<file path="src/design/per_flow_batch_admission_assert.svh">
// Assertion macros for the per-flow batch admission block.
// Included by the top level; expands to nothing when SYNTH is defined.
`ifndef PER_FLOW_BATCH_ADMISSION_ASSERT_SVH
`define PER_FLOW_BATCH_ADMISSION_ASSERT_SVH
`ifndef SYNTH
// Condition that must hold at every clock edge out of reset
`define PFBA_ASSERT_NOW(lbl, clk, rst_n, prop, msg) \
    lbl: assert property (@(posedge clk) disable iff (!rst_n) (prop)) else $error(msg);
// Same-cycle implication
`define PFBA_ASSERT_IMPL(lbl, clk, rst_n, ante, cons, msg) \
    lbl: assert property (@(posedge clk) disable iff (!rst_n) (ante) |-> (cons)) \
        else $error(msg);
// Next-cycle implication
`define PFBA_ASSERT_NEXT(lbl, clk, rst_n, ante, cons, msg) \
    lbl: assert property (@(posedge clk) disable iff (!rst_n) (ante) |=> (cons)) \
        else $error(msg);
`else
`define PFBA_ASSERT_NOW(lbl, clk, rst_n, prop, msg)
`define PFBA_ASSERT_IMPL(lbl, clk, rst_n, ante, cons, msg)
`define PFBA_ASSERT_NEXT(lbl, clk, rst_n, ante, cons, msg)
`endif
`endif

</file>
<file path="src/design/pfba_pkg.sv">
// Shared types and codes for the per-flow batch admission block.
// No dependencies; imported by every module of the block.
package pfba_pkg;

    localparam int KEY_W      = 64;
    localparam int LEN_W      = 16;
    localparam int MSGS_W     = 8;
    localparam int BYTES_W    = 20;
    localparam int CFG_IDX_W  = 2;
    localparam int CFG_DATA_W = 20;

    // function codes of an input word
    localparam logic FUNC_ADD   = 1'b0;
    localparam logic FUNC_CLEAR = 1'b1;

    // verdict codes
    localparam logic [1:0] VERDICT_ACCEPTED = 2'd0;
    localparam logic [1:0] VERDICT_FULL     = 2'd1;
    localparam logic [1:0] VERDICT_DEFERRED = 2'd2;

    // configuration register indexes
    localparam logic [CFG_IDX_W-1:0] CFG_MAX_MSGS  = 2'd0;
    localparam logic [CFG_IDX_W-1:0] CFG_MAX_BYTES = 2'd1;
    localparam logic [CFG_IDX_W-1:0] CFG_MAX_TOTAL = 2'd2;

    // configuration reset values
    localparam logic [MSGS_W-1:0]  RST_MAX_MSGS  = 8'd8;
    localparam logic [BYTES_W-1:0] RST_MAX_BYTES = 20'd16384;
    localparam logic [BYTES_W-1:0] RST_MAX_TOTAL = 20'd65536;

    typedef struct packed {
        logic [MSGS_W-1:0]  max_msgs;
        logic [BYTES_W-1:0] max_bytes;
        logic [BYTES_W-1:0] max_total;
    } t_cfg;

    // per-slot counters held in the counter memory
    typedef struct packed {
        logic [MSGS_W-1:0]  msgs;
        logic [BYTES_W-1:0] bytes;
        logic               capped;
    } t_cnt;

    // write request from the sequencer to the table
    typedef struct packed {
        logic             we_key;
        logic             we_cnt;
        logic [KEY_W-1:0] key;
        t_cnt             cnt;
    } t_tbl_wr;

    typedef struct packed {
        logic [1:0]         verdict;
        logic [2:0]         slot_index;
        logic               new_flow;
        logic [MSGS_W-1:0]  slot_msgs;
        logic [BYTES_W-1:0] slot_bytes;
        logic               slot_capped;
        logic [BYTES_W-1:0] total_bytes_out;
        logic [3:0]         flows_in_use;
    } t_result;

endpackage

</file>
<file path="src/design/pfba_if.sv">
// Channel interfaces of the per-flow batch admission block.
// Depends on pfba_pkg for field widths.
interface pfba_in_if;
    logic                      valid;
    logic                      ready;
    logic                      func;
    logic [pfba_pkg::KEY_W-1:0] flow_key;
    logic [pfba_pkg::LEN_W-1:0] msg_bytes;

    modport source (output valid, func, flow_key, msg_bytes, input ready);
    modport sink   (input valid, func, flow_key, msg_bytes, output ready);
endinterface

interface pfba_out_if;
    logic                         valid;
    logic                         ready;
    logic [1:0]                   verdict;
    logic [2:0]                   slot_index;
    logic                         new_flow;
    logic [pfba_pkg::MSGS_W-1:0]  slot_msgs;
    logic [pfba_pkg::BYTES_W-1:0] slot_bytes;
    logic                         slot_capped;
    logic [pfba_pkg::BYTES_W-1:0] total_bytes_out;
    logic [3:0]                   flows_in_use;

    modport source (output valid, verdict, slot_index, new_flow, slot_msgs, slot_bytes,
                    slot_capped, total_bytes_out, flows_in_use, input ready);
    modport sink   (input valid, verdict, slot_index, new_flow, slot_msgs, slot_bytes,
                    slot_capped, total_bytes_out, flows_in_use, output ready);
endinterface

interface pfba_cfg_if;
    logic                            valid;
    logic                            ready;
    logic [pfba_pkg::CFG_IDX_W-1:0]  index;
    logic [pfba_pkg::CFG_DATA_W-1:0] data;

    modport source (output valid, index, data, input ready);
    modport sink   (input valid, index, data, output ready);
endinterface

</file>
<file path="src/design/per_flow_batch_admission.sv">
// Per-flow batch admission control, top level.
// Channels: i_in takes one word per message (func, flow_key, msg_bytes);
// func add offers a message, func clear empties the flow table. o_out gives
// one result word per input word: verdict, slot, slot counters, shared byte
// total and flows in use. i_cfg writes the three cap registers by index;
// it is always ready, and unknown indexes are dropped.
// Timing: an add word, once accepted, scans the slots in use in allocation
// order through the key memory read port, which compares one slot per
// cycle; the scan stops at a key match or after the last slot in use, and
// is skipped for an empty table. A decision state then admits or defers
// the word and writes back a slot that it allocates or updates, and the
// result is moved into the output register. A clear word goes straight to
// its result. A new input word is accepted only once the last result has left the sequencer.
// Reset: synchronous; empties the table, loads the cap defaults and clears
// the output register. The memories need no clearing pass.
// Stall: the output register holds a finished word while o_out.ready is
// low; the next input word is accepted meanwhile and its result waits in
// the sequencer until the output register frees.
// Depends on pfba_pkg, pfba_if, pfba_cfg, pfba_table and pfba_seq.
`include "per_flow_batch_admission_assert.svh"
module per_flow_batch_admission #(
    parameter int MAX_FLOWS = 8
) (
    input  logic        i_clk,
    input  logic        i_rst_n,
    pfba_in_if.sink     i_in,
    pfba_cfg_if.sink    i_cfg,
    pfba_out_if.source  o_out
);
    import pfba_pkg::*;

    localparam int SLOT_W = (MAX_FLOWS > 1) ? $clog2(MAX_FLOWS) : 1;
    localparam int CNT_W  = $clog2(MAX_FLOWS + 1);

    t_cfg              cfg;
    logic [SLOT_W-1:0] rd_addr;
    logic [SLOT_W-1:0] wr_addr;
    t_tbl_wr           tbl_wr;
    logic [KEY_W-1:0]  rd_key;
    t_cnt              rd_cnt;
    logic              res_valid;
    t_result           res;
    logic              res_take;
    logic              r_out_valid;
    t_result           r_out;

    pfba_cfg u_cfg (
        .i_clk   (i_clk),
        .i_rst_n (i_rst_n),
        .i_valid (i_cfg.valid),
        .o_ready (i_cfg.ready),
        .i_index (i_cfg.index),
        .i_data  (i_cfg.data),
        .o_cfg   (cfg)
    );

    pfba_table #(
        .DEPTH  (MAX_FLOWS),
        .ADDR_W (SLOT_W)
    ) u_table (
        .i_clk     (i_clk),
        .i_rd_addr (rd_addr),
        .i_wr_addr (wr_addr),
        .i_wr      (tbl_wr),
        .o_rd_key  (rd_key),
        .o_rd_cnt  (rd_cnt)
    );

    pfba_seq #(
        .MAX_FLOWS (MAX_FLOWS),
        .SLOT_W    (SLOT_W),
        .CNT_W     (CNT_W)
    ) u_seq (
        .i_clk       (i_clk),
        .i_rst_n     (i_rst_n),
        .i_in_valid  (i_in.valid),
        .o_in_ready  (i_in.ready),
        .i_func      (i_in.func),
        .i_flow_key  (i_in.flow_key),
        .i_msg_bytes (i_in.msg_bytes),
        .i_cfg       (cfg),
        .o_rd_addr   (rd_addr),
        .o_wr_addr   (wr_addr),
        .o_wr        (tbl_wr),
        .i_rd_key    (rd_key),
        .i_rd_cnt    (rd_cnt),
        .o_res_valid (res_valid),
        .o_res       (res),
        .i_res_take  (res_take)
    );

    // load the output register when it is empty or being drained
    assign res_take = res_valid && (!r_out_valid || o_out.ready);

    always_ff @(posedge i_clk) begin
        if (!i_rst_n) begin
            r_out_valid <= 1'b0;
        end else begin
            if (res_take) begin
                r_out_valid <= 1'b1;
                r_out       <= res;
            end else if (o_out.ready) begin
                r_out_valid <= 1'b0;
            end
        end
    end

    assign o_out.valid           = r_out_valid;
    assign o_out.verdict         = r_out.verdict;
    assign o_out.slot_index      = r_out.slot_index;
    assign o_out.new_flow        = r_out.new_flow;
    assign o_out.slot_msgs       = r_out.slot_msgs;
    assign o_out.slot_bytes      = r_out.slot_bytes;
    assign o_out.slot_capped     = r_out.slot_capped;
    assign o_out.total_bytes_out = r_out.total_bytes_out;
    assign o_out.flows_in_use    = r_out.flows_in_use;

    // a word is worked on alone: no second acceptance right after one
    `PFBA_ASSERT_NEXT(a_busy_after_accept, i_clk, i_rst_n, i_in.valid && i_in.ready, !i_in.ready, "input accepted twice in a row")
    // a deferred word never allocates a slot
    `PFBA_ASSERT_IMPL(a_deferred_not_new, i_clk, i_rst_n, o_out.valid && (o_out.verdict == VERDICT_DEFERRED), !o_out.new_flow, "deferred word reports a new flow")
    // a fresh slot holds exactly its first message and is not capped
    `PFBA_ASSERT_IMPL(a_new_first_msg, i_clk, i_rst_n, o_out.valid && o_out.new_flow, (o_out.slot_msgs == 8'd1) && !o_out.slot_capped, "new flow slot counters wrong")
    // verdict is one of the defined codes
    `PFBA_ASSERT_IMPL(a_verdict_code, i_clk, i_rst_n, o_out.valid, (o_out.verdict == VERDICT_ACCEPTED) || (o_out.verdict == VERDICT_FULL) || (o_out.verdict == VERDICT_DEFERRED), "undefined verdict code")

endmodule

</file>
<file path="src/design/pfba_cfg.sv">
// Configuration registers of the per-flow batch admission block.
// Depends on pfba_pkg for register indexes and reset values.
module pfba_cfg (
    input  logic                            i_clk,
    input  logic                            i_rst_n,
    input  logic                            i_valid,
    output logic                            o_ready,
    input  logic [pfba_pkg::CFG_IDX_W-1:0]  i_index,
    input  logic [pfba_pkg::CFG_DATA_W-1:0] i_data,
    output pfba_pkg::t_cfg                  o_cfg
);
    import pfba_pkg::*;

    t_cfg r_cfg;

    // take every write at once
    assign o_ready = 1'b1;
    assign o_cfg   = r_cfg;

    // write the addressed register, drop indexes beyond the list
    always_ff @(posedge i_clk) begin
        if (!i_rst_n) begin
            r_cfg.max_msgs  <= RST_MAX_MSGS;
            r_cfg.max_bytes <= RST_MAX_BYTES;
            r_cfg.max_total <= RST_MAX_TOTAL;
        end else if (i_valid) begin
            case (i_index)
                CFG_MAX_MSGS:  r_cfg.max_msgs  <= i_data[MSGS_W-1:0];
                CFG_MAX_BYTES: r_cfg.max_bytes <= i_data[BYTES_W-1:0];
                CFG_MAX_TOTAL: r_cfg.max_total <= i_data[BYTES_W-1:0];
                default: begin
                end
            endcase
        end
    end

endmodule

</file>
<file path="src/design/pfba_table.sv">
// Flow table: key memory and counter memory, one read and one write port each.
// Depends on pfba_pkg for the entry and write request types.
module pfba_table #(
    parameter int DEPTH  = 8,
    parameter int ADDR_W = 3
) (
    input  logic                        i_clk,
    input  logic [ADDR_W-1:0]           i_rd_addr,
    input  logic [ADDR_W-1:0]           i_wr_addr,
    input  pfba_pkg::t_tbl_wr           i_wr,
    output logic [pfba_pkg::KEY_W-1:0]  o_rd_key,
    output pfba_pkg::t_cnt              o_rd_cnt
);
    import pfba_pkg::*;

    logic [KEY_W-1:0] key_mem [DEPTH];
    t_cnt             cnt_mem [DEPTH];
    logic [KEY_W-1:0] r_rd_key;
    t_cnt             r_rd_cnt;

    // write ports
    always_ff @(posedge i_clk) begin
        if (i_wr.we_key) begin
            key_mem[i_wr_addr] <= i_wr.key;
        end
        if (i_wr.we_cnt) begin
            cnt_mem[i_wr_addr] <= i_wr.cnt;
        end
    end

    // registered read ports
    always_ff @(posedge i_clk) begin
        r_rd_key <= key_mem[i_rd_addr];
        r_rd_cnt <= cnt_mem[i_rd_addr];
    end

    assign o_rd_key = r_rd_key;
    assign o_rd_cnt = r_rd_cnt;

endmodule

</file>
<file path="src/design/pfba_seq.sv">
// Sequencer: scans the flow table, decides admission and writes the slot back.
// Depends on pfba_pkg; drives pfba_table through its read and write ports.
module pfba_seq #(
    parameter int MAX_FLOWS = 8,
    parameter int SLOT_W    = 3,
    parameter int CNT_W     = 4
) (
    input  logic                        i_clk,
    input  logic                        i_rst_n,
    input  logic                        i_in_valid,
    output logic                        o_in_ready,
    input  logic                        i_func,
    input  logic [pfba_pkg::KEY_W-1:0]  i_flow_key,
    input  logic [pfba_pkg::LEN_W-1:0]  i_msg_bytes,
    input  pfba_pkg::t_cfg              i_cfg,
    output logic [SLOT_W-1:0]           o_rd_addr,
    output logic [SLOT_W-1:0]           o_wr_addr,
    output pfba_pkg::t_tbl_wr           o_wr,
    input  logic [pfba_pkg::KEY_W-1:0]  i_rd_key,
    input  pfba_pkg::t_cnt              i_rd_cnt,
    output logic                        o_res_valid,
    output pfba_pkg::t_result           o_res,
    input  logic                        i_res_take
);
    import pfba_pkg::*;

    localparam int CMP_W = CNT_W + 1;

    typedef enum logic [2:0] {
        S_IDLE,
        S_SCAN,
        S_NEW,
        S_UPD,
        S_OUT
    } t_state;

    t_state             r_state;
    logic [SLOT_W-1:0]  r_idx;
    logic [CNT_W-1:0]   r_used;
    logic [BYTES_W-1:0] r_total;
    logic [KEY_W-1:0]   r_key;
    logic [LEN_W-1:0]   r_bytes;
    t_cnt               r_cnt;
    t_result            r_res;

    logic [BYTES_W:0]   tot_sum;
    logic               tot_over;
    logic [BYTES_W:0]   byte_sum;
    logic [CMP_W-1:0]   idx_inc;
    logic               scan_last;
    logic               key_hit;
    logic               used_full;
    logic [CNT_W-1:0]   used_inc;
    logic               new_defer;
    logic               new_full;
    logic               upd_defer;
    logic [MSGS_W-1:0]  upd_msgs;
    logic               upd_full;
    logic [SLOT_W-1:0]  new_slot;
    logic [SLOT_W+2:0]  new_ext;
    logic [SLOT_W+2:0]  cur_ext;
    logic [CNT_W+3:0]   used_ext;
    logic [CNT_W+3:0]   used_inc_ext;
    t_cnt               cnt_next;

    // shared byte total check
    assign tot_sum  = {1'b0, r_total} + (BYTES_W+1)'(r_bytes);
    assign tot_over = tot_sum > {1'b0, i_cfg.max_total};

    // scan progress over the slots in use
    assign idx_inc   = CMP_W'(r_idx) + CMP_W'(1);
    assign scan_last = idx_inc == CMP_W'(r_used);
    assign key_hit   = i_rd_key == r_key;

    // new flow admission
    assign used_full = CMP_W'(r_used) >= CMP_W'(MAX_FLOWS);
    assign used_inc  = r_used + CNT_W'(1);
    assign new_defer = used_full || tot_over;
    assign new_full  = (MSGS_W'(1) >= i_cfg.max_msgs) ||
                       (BYTES_W'(r_bytes) >= i_cfg.max_bytes);
    assign new_slot  = r_used[SLOT_W-1:0];

    // known flow admission
    assign byte_sum  = {1'b0, r_cnt.bytes} + (BYTES_W+1)'(r_bytes);
    assign upd_defer = (r_cnt.msgs >= i_cfg.max_msgs) ||
                       (byte_sum > {1'b0, i_cfg.max_bytes}) || tot_over;
    assign upd_msgs  = r_cnt.msgs + MSGS_W'(1);
    assign upd_full  = (upd_msgs >= i_cfg.max_msgs) ||
                       (byte_sum[BYTES_W-1:0] >= i_cfg.max_bytes);

    // report fields keep the low bits of slot and flow counts
    assign new_ext      = (SLOT_W+3)'(new_slot);
    assign cur_ext      = (SLOT_W+3)'(r_idx);
    assign used_ext     = (CNT_W+4)'(r_used);
    assign used_inc_ext = (CNT_W+4)'(used_inc);

    // counters written back to the slot
    always_comb begin
        if (r_state == S_NEW) begin
            cnt_next = '{msgs: MSGS_W'(1), bytes: BYTES_W'(r_bytes), capped: 1'b0};
        end else if (upd_defer) begin
            cnt_next = '{msgs: r_cnt.msgs, bytes: r_cnt.bytes, capped: 1'b1};
        end else begin
            cnt_next = '{msgs: upd_msgs, bytes: byte_sum[BYTES_W-1:0],
                         capped: r_cnt.capped};
        end
    end

    // read address: first slot outside the scan, next slot while the scan advances
    always_comb begin
        case (r_state)
            S_SCAN: begin
                if (!key_hit && !scan_last) begin
                    o_rd_addr = r_idx + SLOT_W'(1);
                end else begin
                    o_rd_addr = r_idx;
                end
            end
            default: o_rd_addr = '0;
        endcase
    end

    // write back on allocation or update
    always_comb begin
        o_wr_addr     = (r_state == S_NEW) ? new_slot : r_idx;
        o_wr.we_key   = (r_state == S_NEW) && !new_defer;
        o_wr.we_cnt   = ((r_state == S_NEW) && !new_defer) || (r_state == S_UPD);
        o_wr.key      = r_key;
        o_wr.cnt      = cnt_next;
    end

    assign o_in_ready  = r_state == S_IDLE;
    assign o_res_valid = r_state == S_OUT;
    assign o_res       = r_res;

    // sequence one word through scan, decision and result
    always_ff @(posedge i_clk) begin
        if (!i_rst_n) begin
            r_state <= S_IDLE;
            r_idx   <= '0;
            r_used  <= '0;
            r_total <= '0;
        end else begin
            case (r_state)
                S_IDLE: begin
                    if (i_in_valid) begin
                        r_key   <= i_flow_key;
                        r_bytes <= i_msg_bytes;
                        r_idx   <= '0;
                        if (i_func == FUNC_CLEAR) begin
                            r_used  <= '0;
                            r_total <= '0;
                            r_res   <= '{verdict: VERDICT_ACCEPTED, slot_index: 3'd0,
                                         new_flow: 1'b0, slot_msgs: '0, slot_bytes: '0,
                                         slot_capped: 1'b0, total_bytes_out: '0,
                                         flows_in_use: 4'd0};
                            r_state <= S_OUT;
                        end else if (r_used == '0) begin
                            r_state <= S_NEW;
                        end else begin
                            r_state <= S_SCAN;
                        end
                    end
                end
                S_SCAN: begin
                    if (key_hit) begin
                        r_cnt   <= i_rd_cnt;
                        r_state <= S_UPD;
                    end else if (scan_last) begin
                        r_state <= S_NEW;
                    end else begin
                        r_idx <= r_idx + SLOT_W'(1);
                    end
                end
                S_NEW: begin
                    if (new_defer) begin
                        r_res <= '{verdict: VERDICT_DEFERRED, slot_index: 3'd0,
                                   new_flow: 1'b0, slot_msgs: '0, slot_bytes: '0,
                                   slot_capped: 1'b0, total_bytes_out: r_total,
                                   flows_in_use: used_ext[3:0]};
                    end else begin
                        r_used  <= used_inc;
                        r_total <= tot_sum[BYTES_W-1:0];
                        r_res   <= '{verdict: new_full ? VERDICT_FULL : VERDICT_ACCEPTED,
                                     slot_index: new_ext[2:0], new_flow: 1'b1,
                                     slot_msgs: cnt_next.msgs, slot_bytes: cnt_next.bytes,
                                     slot_capped: 1'b0,
                                     total_bytes_out: tot_sum[BYTES_W-1:0],
                                     flows_in_use: used_inc_ext[3:0]};
                    end
                    r_state <= S_OUT;
                end
                S_UPD: begin
                    if (upd_defer) begin
                        r_res <= '{verdict: VERDICT_DEFERRED, slot_index: cur_ext[2:0],
                                   new_flow: 1'b0, slot_msgs: cnt_next.msgs,
                                   slot_bytes: cnt_next.bytes, slot_capped: 1'b1,
                                   total_bytes_out: r_total,
                                   flows_in_use: used_ext[3:0]};
                    end else begin
                        r_total <= tot_sum[BYTES_W-1:0];
                        r_res   <= '{verdict: upd_full ? VERDICT_FULL : VERDICT_ACCEPTED,
                                     slot_index: cur_ext[2:0], new_flow: 1'b0,
                                     slot_msgs: cnt_next.msgs, slot_bytes: cnt_next.bytes,
                                     slot_capped: cnt_next.capped,
                                     total_bytes_out: tot_sum[BYTES_W-1:0],
                                     flows_in_use: used_ext[3:0]};
                    end
                    r_state <= S_OUT;
                end
                S_OUT: begin
                    if (i_res_take) begin
                        r_state <= S_IDLE;
                    end
                end
                default: r_state <= S_IDLE;
            endcase
        end
    end

endmodule
</file>
<file path="src/flat_wrapper.sv">
// flat-port wrapper written by rule: the top's interface ports become plain ports
module per_flow_batch_admission_flat import pfba_pkg::*;
#(
    parameter int MAX_FLOWS = 8
)
  (i_clk, i_rst_n, i_in_valid, i_in_func, i_in_flow_key, i_in_msg_bytes, i_in_ready, i_cfg_valid, i_cfg_index, i_cfg_data, i_cfg_ready, o_out_valid, o_out_verdict, o_out_slot_index, o_out_new_flow, o_out_slot_msgs, o_out_slot_bytes, o_out_slot_capped, o_out_total_bytes_out, o_out_flows_in_use, o_out_ready);
  pfba_in_if i_in_i ();
  pfba_cfg_if i_cfg_i ();
  pfba_out_if o_out_i ();
  input  logic i_clk;
  input  logic i_rst_n;
  input wire logic [$bits(i_in_i.valid)-1:0] i_in_valid;
  input wire logic [$bits(i_in_i.func)-1:0] i_in_func;
  input wire logic [$bits(i_in_i.flow_key)-1:0] i_in_flow_key;
  input wire logic [$bits(i_in_i.msg_bytes)-1:0] i_in_msg_bytes;
  output wire logic [$bits(i_in_i.ready)-1:0] i_in_ready;
  input wire logic [$bits(i_cfg_i.valid)-1:0] i_cfg_valid;
  input wire logic [$bits(i_cfg_i.index)-1:0] i_cfg_index;
  input wire logic [$bits(i_cfg_i.data)-1:0] i_cfg_data;
  output wire logic [$bits(i_cfg_i.ready)-1:0] i_cfg_ready;
  output wire logic [$bits(o_out_i.valid)-1:0] o_out_valid;
  output wire logic [$bits(o_out_i.verdict)-1:0] o_out_verdict;
  output wire logic [$bits(o_out_i.slot_index)-1:0] o_out_slot_index;
  output wire logic [$bits(o_out_i.new_flow)-1:0] o_out_new_flow;
  output wire logic [$bits(o_out_i.slot_msgs)-1:0] o_out_slot_msgs;
  output wire logic [$bits(o_out_i.slot_bytes)-1:0] o_out_slot_bytes;
  output wire logic [$bits(o_out_i.slot_capped)-1:0] o_out_slot_capped;
  output wire logic [$bits(o_out_i.total_bytes_out)-1:0] o_out_total_bytes_out;
  output wire logic [$bits(o_out_i.flows_in_use)-1:0] o_out_flows_in_use;
  input wire logic [$bits(o_out_i.ready)-1:0] o_out_ready;
  assign i_in_i.valid = i_in_valid;
  assign i_in_i.func = i_in_func;
  assign i_in_i.flow_key = i_in_flow_key;
  assign i_in_i.msg_bytes = i_in_msg_bytes;
  assign i_in_ready = i_in_i.ready;
  assign i_cfg_i.valid = i_cfg_valid;
  assign i_cfg_i.index = i_cfg_index;
  assign i_cfg_i.data = i_cfg_data;
  assign i_cfg_ready = i_cfg_i.ready;
  assign o_out_valid = o_out_i.valid;
  assign o_out_verdict = o_out_i.verdict;
  assign o_out_slot_index = o_out_i.slot_index;
  assign o_out_new_flow = o_out_i.new_flow;
  assign o_out_slot_msgs = o_out_i.slot_msgs;
  assign o_out_slot_bytes = o_out_i.slot_bytes;
  assign o_out_slot_capped = o_out_i.slot_capped;
  assign o_out_total_bytes_out = o_out_i.total_bytes_out;
  assign o_out_flows_in_use = o_out_i.flows_in_use;
  assign o_out_i.ready = o_out_ready;
  per_flow_batch_admission #(.MAX_FLOWS(MAX_FLOWS)) u_core (.i_clk(i_clk), .i_rst_n(i_rst_n), .i_in(i_in_i), .i_cfg(i_cfg_i), .o_out(o_out_i));
endmodule
</file>
<file path="config.mk">
export PLATFORM = sky130hd
export DESIGN_NAME = per_flow_batch_admission_flat
export DESIGN_NICKNAME = d
export VERILOG_FILES = /design/src/design/pfba_pkg.sv /design/src/design/pfba_if.sv /design/src/design/per_flow_batch_admission.sv /design/src/design/pfba_cfg.sv /design/src/design/pfba_table.sv /design/src/design/pfba_seq.sv /design/src/flat_wrapper.sv
export VERILOG_INCLUDE_DIRS = /design/src /design/src/design
export SDC_FILE = /design/constraint.sdc
export NUM_CORES = 2
export LEC_CHECK = 0
export BUFFER_PORTS_ARGS = -buffer_cell sky130_fd_sc_hd__buf_2
export CAP_MARGIN = 15
export CORE_MARGIN = 3
export CORE_UTILIZATION = 45
export CTS_CLUSTER_SIZE = 30
export DETAILED_ROUTE_END_ITERATION = 16
export HOLD_SLACK_MARGIN = 0.06
export SKIP_LAST_GASP = 1
export SYNTH_ARGS = -nofsm -noshare
export SYNTH_HDL_FRONTEND = slang
export SYNTH_HIERARCHICAL = 1
export SYNTH_SLANG_ARGS = --single-unit
</file>
<file path="constraint.sdc">
create_clock -name i_clk -period 19.18 [get_ports i_clk]
set_clock_uncertainty 0.1 [all_clocks]
set_input_delay 1.918 -clock i_clk [delete_from_list [all_inputs] [get_ports i_clk]]
set_output_delay 1.918 -clock i_clk [all_outputs]
set_load 0.01 [all_outputs]
</file>
==> summary.md <==
| Metric | Value |
|---|---|
| Final Max Slew Viols | `0` |
| Slew @ Worst Pin | `1160 ps` |
| First DRT Iteration DRCs | `1813` |
| CTS buffer count | `115` |
| Num ports | `170` |
| CP Cell Sequence | `ha_1, a21o_1, a21o_1, a221oi_2, o21ai_1, o311ai_0, xnor2_1, ha_1, a2111oi_0, o21ai_1, a211oi_1, a211oi_1, a21o_1, nor2_1, nand2_1, inv_2, nand2_1, nor2_4, buf_4` |
| Global route total overflow | `0` |
| CP required | `19380 ps` |
| Clock Power Share | `0.420` |
| Max_slew headroom | `0.220` |
| Site row count | `116` |
| Worst stage delay on the critical path | `780 ps` |
| Type of element capturing the critical path | `flip-flop` |
| Arr. time, crit path | `7770 ps` |
| Synthesized area | `0.0456 mm²` |
| Comb pwr share | `0.050` |
| Sw Ratio | `0.215` |
| Initial Util | `0.455` |
| Gpl congestion | `0.901` |
| Clk sinks | `1143` |
| Total GRT Usage | `0.197` |
| Reg-to-Reg Start | `u_core/u_seq/r_bytes[8]` |
| Vias in the first global route | `24.3k` |
| Root Driver | `clkbuf_16` |
| Reg2reg setup slack | `11620 ps` |
| Final Setup Violations | `0` |
| Area growth syn-to-layout | `13.9%` |
| Die area | `0.105 mm²` |
| # DRC | `0` |
| Worst Hold End | `u_core/u_seq/r_cnt[16]` |
| Synthesized flop and latch total | `1143` |
| Reg power frac | `0.530` |
| Tmin final | `7560 ps` |
| Most frequent cells in the layout | `971 x edfxtp_1, 186 x mux4_2, 172 x dfxtp_1` |
| Post-synthesis sequential area ratio | `0.715` |
| Cts hold-fix bufs | `0` |
| Top cells by area, synth | `edfxtp_1 64%, mux4_2 9.2%, dfxtp_1 7.6%` |
| Cell Int Power | `4.14 mW` |
| Share of layout cells above drive strength 1 | `0.245` |
| Slowest cell on the critical path | `buf_4` |
| Post-Syn Nets | `2804` |
| Avg Vias per Cell | `5.49` |
| Syn_area_per_cell | `17.6 µm²` |
| Drt total wl | `104 mm` |
| Skew-Pair Late Insertion Delay | `700 ps` |
| Layout fillers | `8056` |
| DRT antenna net count | `0` |
| Power, Total | `5.28 mW` |
| R2R depth | `19` |
| Hpwl dp | `65.6 mm` |
| Core area | `0.100 mm²` |
| Unrepaired setup endpoints after global routing | `false` |
| # H-tree levels | `3` |
| Final #Nets | `3042` |
| Hold Path Stages | `0` |
| N_diodes | `0` |
| Final Cycle Share | `0.394` |
| Main synth FF type | `edfxtp_1` |
| Crit path top cell by count | `a21o_1` |
| Drt wl/cell | `24.3 µm` |
| Max IR drop VDD | `0.000105 V` |
| Post CTS Setup Buffer Count | `0` |
| Final hold vios | `0` |
| Vias | `23.5k` |
| Cts repair resizes | `0` |
| Worst hold slack | `296 ps` |
| Die Span Y | `324 µm` |
| Pin count of the biggest net entering global routing | `74` |
| Area leader, netlist | `edfxtp_1` |
| Startpoint Class | `flip-flop` |
| Fin util | `0.518` |
| Post-Route Setup TNS | `0 ps` |
| Die W | `324 µm` |
| Post-synth ARST share | `0` |
| # port buffers | `168` |
| Post-synth EDFFs | `971` |
| Yosys Warn Count | `6` |
| Psw | `1.13 mW` |
| CTS max path bufs | `3` |
| Max-cap violations | `0` |
| Share of the synthesized area in the top cell type | `0.639` |
| Library cells used by synthesis | `89` |
| Tightest Hold Check Type | `flip-flop to flip-flop` |
| Post-synthesis instance total | `2585` |
| Commonest non-fill, non-tap cell in the layout | `edfxtp_1` |
| Global-route wire length before repair | `157 mm` |
| Status | `finished clean` |
| Reg-to-reg endpoint | `u_core/u_table/key_mem[6][23]` |
| Crit-path max FO | `50` |
| Pleak | `17.5 nW` |
| CTS tree | `built` |
| First-pass DRT Iterations | `5` |
| Worst-path clk slew | `70 ps` |
| Initial antenna violation count | `1` |
| WS Path Type | `flip-flop to flip-flop` |
| F_max | `132 MHz` |
| Cell area power density | `102 mW/mm²` |
| Worst Hold Launch | `u_core/u_table/o_rd_cnt[16]` |
[cell usage after synthesis, drive strengths merged (3+ instances only)]
| cell type | instances |
|---|---|
| edfxtp | 971 |
| mux4 | 186 |
| dfxtp | 172 |
| nand2 | 154 |
| ha | 109 |
| nor2 | 105 |
| mux2 | 93 |
| xor2 | 89 |
| inv | 73 |
| a21oi | 70 |
| mux2i | 70 |
| o21ai | 59 |
| buf | 53 |
| clkbuf | 45 |
| nand3 | 33 |
| xnor2 | 29 |
| a21o | 24 |
| nor3 | 21 |
| nor4 | 21 |
| o211ai | 19 |
| nand2b | 18 |
| a31oi | 17 |
| nand4 | 15 |
| a211oi | 14 |
| and3 | 11 |
| o21a | 11 |
| or3 | 10 |
| and2 | 8 |
| o22ai | 5 |
| o31ai | 5 |
| a211o | 4 |
| a21boi | 4 |
| a221oi | 4 |
| and4 | 4 |
| o2bb2ai | 4 |
| o32ai | 4 |
| or2 | 4 |
| or4 | 4 |
| a22oi | 3 |
| o221ai | 3 |
[power groups by stage]
| stage | Clock, mW | Combinational, mW | Sequential (mW) |
|---|---|---|---|
| floorplan | 0 | 0.163 | 2.84 |
| global placement | 0 | 0.259 | 2.85 |
| detailed placement | 0 | 0.262 | 2.85 |
| CTS | 2.28 | 0.263 | 2.80 |
| global route | 2.38 | 0.288 | 2.80 |
| finish | 2.22 | 0.262 | 2.80 |
[cell type report]
cell class,instances,area [µm²],area share
flip-flops and latches,1143,32600,0.627
well taps,1357,1700,0.0327
multi-input cells,1270,12300,0.237
clock inverters,57,611,0.0118
clock buffers,160,3190,0.0614
repair buffers,219,1270,0.0245
inverters,74,278,0.00535
[worst max-delay path, delay by kind of cell, from the launching register on]
family | cells | cell delay (ps)
buffers and inverters | 2 | 1300
flip-flops | 1 | 510
adder cells (fa/ha/maj) | 2 | 640
AO/OA/AOI/OAI | 10 | 3010
AND/OR/NAND/NOR | 4 | 1420
XOR/XNOR | 1 | 140
[routing by layer]
metal,GRT usage,up-vias,part of all wire
li1,-,10600,-
met1,0.263,12200,0.43
met2,0.337,574,0.50
met3,0.0306,157,0.045
met4,0.0582,0,0.025
met5,0,-,0
[how the worst max path moves through the flow]
stage                             from                            end  slack [ps]
2_1_floorplan  u_core/u_seq/r_bytes[8]   u_core/u_table/key_mem[2][0]        9820
3_3_place_gp   u_core/u_seq/r_bytes[1]   u_core/u_table/key_mem[3][7]       11850
3_5_place_dp   u_core/u_seq/r_bytes[8]   u_core/u_table/key_mem[6][7]       11700
4_1_cts        u_core/u_seq/r_bytes[8]  u_core/u_table/key_mem[6][23]       11600
5_1_grt        u_core/u_seq/r_bytes[1]  u_core/u_table/key_mem[7][23]       11090
6_report       u_core/u_seq/r_bytes[8]  u_core/u_table/key_mem[6][23]       11620
[cells by family after synthesis]
family | after synthesis | synth area share
adder cells (fa/ha/maj) | 111 | 0.0308
flip-flops | 1143 | 0.715
AO/OA/AOI/OAI | 270 | 0.0400
XOR/XNOR | 118 | 0.0227
buffers and inverters | 172 | 0.0178
multiplexers | 349 | 0.130
other | 1 | 0.0000822
AND/OR/NAND/NOR | 421 | 0.0436
[state kept, by name, indices dropped and copies added, names as in the netlist, 4 cells and up]
signal                        count
u_core/o_out.slot_bytes          20
u_core/u_seq/r_used               4
u_core/u_seq/r_total             20
u_core/u_table/cnt_mem          232
u_core/u_table/o_rd_cnt          29
u_core/u_table/o_rd_key          64
u_core/o_out.total_bytes_out     20
u_core/o_out.flows_in_use         4
u_core/u_seq/r_bytes             16
u_core/u_cfg/o_cfg               48
u_core/u_seq/r_key               64
u_core/u_table/key_mem          512
u_core/u_seq/r_cnt               29
u_core/o_out.slot_msgs            8
u_core/u_seq/o_res               59
[metrics by stage]
| stage | setup WS [ps] | std cells | instance area, µm² |
|---|---|---|---|
| after floorplan | 9820 | 2585 | 45600 |
| after global placement | 11850 | 4056 | 48100 |
| after detailed placement | 11700 | 4058 | 48100 |
| after CTS | 11600 | 4275 | 51900 |
| after global routing | 11090 | 4280 | 52000 |
| final | 11620 | 4280 | 52000 |
Note: power is estimated with default switching activity, not from simulation.
